### src/rtl/gcw_pkg.sv
// Shared types and constants of the grid coverage walk unit.
// No dependencies.
package gcw_pkg;

	localparam int POS_W       = 6;
	localparam int CNT_OUT_W   = 13;
	localparam int DIR_W       = 2;
	localparam int CFG_W       = 7;
	localparam int CFG_IDX_W   = 1;
	localparam int IN_TDATA_W  = 8;
	localparam int OUT_TDATA_W = 32;
	localparam int OUT_PAD_W   = OUT_TDATA_W - (2 * POS_W + 3 + CNT_OUT_W);
	localparam int RST_DIM     = 8;

	typedef logic [POS_W-1:0]     pos_t;
	typedef logic [CNT_OUT_W-1:0] cnt_out_t;
	typedef logic [DIR_W-1:0]     dir_t;
	typedef logic [CFG_IDX_W-1:0] reg_idx_t;

	localparam logic CMD_RESTART = 1'b0;

	localparam dir_t DIR_ROW_DEC = 2'd0;
	localparam dir_t DIR_ROW_INC = 2'd1;
	localparam dir_t DIR_COL_DEC = 2'd2;
	localparam dir_t DIR_COL_INC = 2'd3;

	localparam reg_idx_t REG_ROWS = 1'b0;
	localparam reg_idx_t REG_COLS = 1'b1;

	typedef struct packed {
		logic rd_en;
		logic wr_en;
		logic clear;
	} map_ctl_t;

	typedef struct packed {
		pos_t     pos_row;
		pos_t     pos_col;
		logic     moved;
		logic     on_path;
		logic     walk_done;
		cnt_out_t visit_count;
	} result_t;

endpackage

### src/rtl/gcw_row_ram.sv
// Visited map: one word per grid row, synchronous read.
// Per-row valid flops give the cleared map (origin set) without a sweep.
// Depends on gcw_pkg.
module gcw_row_ram #(
	parameter int DEPTH = 64,
	parameter int WIDTH = 64
) (
	input  logic                     clk,
	input  logic                     arst_n,
	input  gcw_pkg::map_ctl_t        ctl,
	input  logic [$clog2(DEPTH)-1:0] rd_addr,
	input  logic [$clog2(DEPTH)-1:0] wr_addr,
	input  logic [WIDTH-1:0]         wr_data,
	output logic [WIDTH-1:0]         rd_word
);

	localparam int AW = $clog2(DEPTH);
	localparam logic [WIDTH-1:0] ORIGIN_WORD = {{(WIDTH-1){1'b0}}, 1'b1};

	logic [WIDTH-1:0] mem [DEPTH];
	logic [DEPTH-1:0] vld_q;
	logic [WIDTH-1:0] rd_q;
	logic             rd_vld_q;
	logic             rd_zero_q;

	always_ff @(posedge clk) begin
		if (ctl.wr_en) begin
			mem[wr_addr] <= wr_data;
		end
		if (ctl.rd_en) begin
			rd_q <= mem[rd_addr];
		end
	end

	always_ff @(posedge clk or negedge arst_n) begin
		if (!arst_n) begin
			vld_q     <= '0;
			rd_vld_q  <= 1'b0;
			rd_zero_q <= 1'b0;
		end else begin
			if (ctl.clear) begin
				vld_q <= '0;
			end else if (ctl.wr_en) begin
				vld_q[wr_addr] <= 1'b1;
			end
			if (ctl.rd_en) begin
				rd_vld_q  <= vld_q[rd_addr];
				rd_zero_q <= (rd_addr == AW'(0));
			end
		end
	end

	// unwritten row reads as cleared, row 0 keeps the origin
	assign rd_word = rd_vld_q ? rd_q : (rd_zero_q ? ORIGIN_WORD : '0);

endmodule

### config.mk
export PLATFORM = sky130hd
export DESIGN_NAME = gcw_row_ram
export DESIGN_NICKNAME = d
export VERILOG_FILES = /design/src/rtl/gcw_pkg.sv /design/src/rtl/gcw_row_ram.sv
export SDC_FILE = /design/constraint.sdc
export NUM_CORES = 2
export LEC_CHECK = 0
export BUFFER_PORTS_ARGS = -buffer_cell sky130_fd_sc_hd__buf_2
export CORE_ASPECT_RATIO = 0.6
export CORE_UTILIZATION = 30
export CTS_CLUSTER_DIAMETER = 50
export DETAILED_ROUTE_END_ITERATION = 8
export PLACE_DENSITY = 0.46
export SLEW_MARGIN = 30
export SYNTH_ARGS = -nofsm -noshare
export SYNTH_HDL_FRONTEND = slang
export SYNTH_SLANG_ARGS = --single-unit
### constraint.sdc
create_clock -name clk -period 2.8 [get_ports clk]
set_input_delay 0 -clock clk [delete_from_list [all_inputs] [get_ports clk]]
set_output_delay 0 -clock clk [all_outputs]
set_load 0.005 [all_outputs]
==> results.txt <==
- The flow ran to the end, and the final reports show no timing, DRC or antenna violations.
- RD Place Congestion: 0.762
* Power Dens Cells: 690 nW/um2
* Postcts setup bufs: 0
- Worst-case clock skew: 73.7 ps
- Final number of hold-violating endpoints: 0
- Die area: 543,000 um2
* Buffer depth of the longest clock path: 4
- For the pin with the worst max-slew slack, the measured transition is 1030 ps.
- The region available for standard cell placement spans 536,000 um2.
- Worst reg-to-reg path cell count: 5
* Share of layout cells above drive strength 1: 0.295
- The path class of the tightest hold or removal check is input pin to register.
- Antenna violation net count after detailed routing: 0
* Wire length of the first global-routing pass: 746,000 um
* Post-synthesis cell area: 162,000 um2
* Static leakage: 59.8 nW
- In the synthesized netlist, the number of instances is 7,121.
- Detailed-routing iteration count for the pre-antenna-repair pass: 6
- Number of buffers created by CTS: 385
* Clk Latency, worst-skew pair: 1010 ps
* Mapped Avg Cell Area: 22.7 um2
* Pins over their slew limit: 0
- Static timing analysis puts the maximum clock frequency at 387 MHz.
- Using the TritonRoute via totals, the vias-per-cell ratio works out to 5.41.
- Max-cap violations in this run came to 0.
- Relative to the synthesized area, the layout overhead comes to 17.9%.
- After synthesis, the share of flip-flops with an asynchronous set or reset is 0.0156.
- The final layout contains 7,945 nets.
- Worst Setup Start Kind: register
- For this run, the leading register cell type out of synthesis is edfxtp_1.
* Minimum clock period: 2580 ps
* Initial antenna violation count: 81
- In the final routed layout, each cell accounts on average for 36.6 um.
- Aggregate negative setup slack: 0 ps
- Total length of routed wires: 562,000 um
- The count of buffers added on input and output ports is 144.
* Maximum vdd drop: 555 uV
* Chip Height: 571 um
- CTS Root Cell: clkbuf_16
- Entering global routing, the biggest net connects 71 pins.
- Number of distinct library cell variants in the gate-level netlist after synthesis: 50
- Total number of vias: 82,900
- Number of register bits inferred by synthesis: 4,226
- Die Span X: 950 um
- Number of cells on the worst hold path: 2
* Global-route total usage across every layer: 0.203
- Pin placement for this block handled 145 I/O pins.
- TritonCTS built the clock tree.
- Count of routing violations after the opening detailed-route iteration: 12,400
- Required time reported for the critical path endpoint: 2800 ps
* Initial Util: 0.302
- Filler Cells Inserted: 49,100
- Relative slew margins: 0.311
* Maximum fanout count along the critical path: 20
* Clock Pin Slew Worst Setup and Hold Paths: 60 ps
* Footprint of the flip-flops and latches: 127,000 um2
- Number of enable-type register cells in the synthesized netlist: 4,160
* Final routed DRC violation total: 0
* Synthesis Warnings: 0
- Final period util: 0.922
- The number of nets in the synthesized netlist is 7,202.
- Final total power: 0.132 W
* Clock H-tree levels: 5
- The clock drives 4,226 sinks.
- Via count of the first global-routing pass: 80,900
- The wire-length estimate of the detail-placed layout is 315,000 um.
- Area leader, netlist: edfxtp_1
* Portion of synthesized cell area occupied by the leading cell type: 0.772
* RSZ-0062 raised after global routing: no
- Critical Setup Path Class: register to output port
- Area taken by multi-input logic gates: 33,800 um2
* Row cnt: 208
- Setup violations remaining at the end of the flow were counted as 0.
- Data arrival time of the critical path: 2580 ps
- For this run, the register share of the synthesized area comes to 0.782.
- GRT Residual Overflow: 0
* Cell types occupying the most area after synthesis: edfxtp_1, mux4_2, mux2i_1
- STA classifies the critical path endpoint as an output port.
## flip-flops by register name, summed over array words and instances (netlist names)
signal     cells
rd_zero_q      1
rd_vld_q       1
rd_q          64
mem         4096
vld_q         64
## metrics by stage
stage	hold slack (ps)	utilization	cells	setup WS, ps	cell area (um2)
floorplan	-296	-	7121	-1030	162000
global placement	186	0.330	14500	-50.3	177000
detailed placement	200	0.331	14500	-30.4	177000
CTS	17.8	0.356	15300	56.8	191000
global route	56.1	0.356	15300	90.9	191000
finish	85.0	0.356	15300	219	191000
## logic make-up after synthesis
family	share of synthesized area
muxes	0.167
AOI/OAI and AO/OA	0.0217
DFF	0.782
and+or+nand+nor	0.0161
buffers and inverters	0.0130
## layer usage
| layer | GRT usage | vias to the layer above | wire length (um) |
|---|---|---|---|
| li1 | - | 31700 | - |
| met1 | 0.315 | 46300 | 257000 |
| met2 | 0.296 | 4231 | 243000 |
| met3 | 0.0434 | 617 | 52300 |
| met4 | 0.0333 | 20 | 9780 |
| met5 | 0 | - | 123 |
## synth_stat cells, drive strengths merged, types with 5 or more instances
cell        n
a211oi     35
a21oi      71
a221oi     17
a22o        8
a22oi     143
a31o       15
a31oi      11
and2       89
buf       224
clkbuf    179
dfrtp      66
edfxtp   4160
mux2       94
mux2i     295
mux4     1018
nand2     190
nand2b      5
nand3      45
nor2      219
nor2b      10
nor3        5
o2111ai     8
o211ai    129
o21ai      36
o221ai      9
o22ai       5
or4         9
## cell type report
cell class,count,area share
diodes,30,0.000393
multi-input cells,2488,0.177
repair buffers,759,0.0473
clock inverters,228,0.0124
inverters,4,0.000125
clock buffers,458,0.0527
well taps,7140,0.0468
flip-flops and latches,4226,0.663
## worst max-delay path, stage by stage, from the launching register on
cell and delay [ps]:
dfrtp_4 790, buf_4 410, and2_1 210, buf_2 130
## where the power goes
group          total [W]  switching (W)  internal, W
combinational    0.00724        0.00444      0.00281
sequential        0.0704       0.000406       0.0700
clock             0.0540         0.0243       0.0297
## layout by cell type, fill, tap and decap left out, types with 6 or more instances in the layout
cell           count
mux2_2            94
dfrtp_1           65
mux4_1            28
or4_1              9
mux4_2           990
a22oi_1          143
edfxtp_1        4160
inv_6             10
bufinv_16         43
nand2_1          187
clkinv_1          77
and2_1            88
a31o_2            15
clkbuf_16        390
dlygate4sd3_1     87
buf_2             75
nor2_4            63
a31oi_1           11
o21ai_0           35
a22o_1             8
a221oi_1          17
clkinvlp_4         9
diode_2           30
o2111ai_1          8
nand3_1           45
buf_12           256
nor2_1           155
inv_8              6
clkbuf_1          63
buf_4            334
o211ai_1         129
clkinv_2          73
o221ai_1           9
a211oi_1          35
a21oi_1           71
mux2i_1          295
## final timing paths
path                                  start          end  slack, ps
worst max-delay path               rd_vld_q  rd_word[22]        220
worst max register to register   mem[3][10]     rd_q[10]        390
max in group asynchronous            arst_n    vld_q[27]       2080
min in group asynchronous            arst_n    vld_q[49]        370
worst min register to register    vld_q[63]    vld_q[63]        500
worst min-delay path            wr_data[62]  mem[44][62]         90
## repair_timing
item                                    CTS  global route
hold buffers                             88             0
setup endpoints to repair                 1             0
endpoints found under the hold margin  4939             0
gates resized for setup                   1             0
No activity file was read; power rests on OpenSTA's default activity.
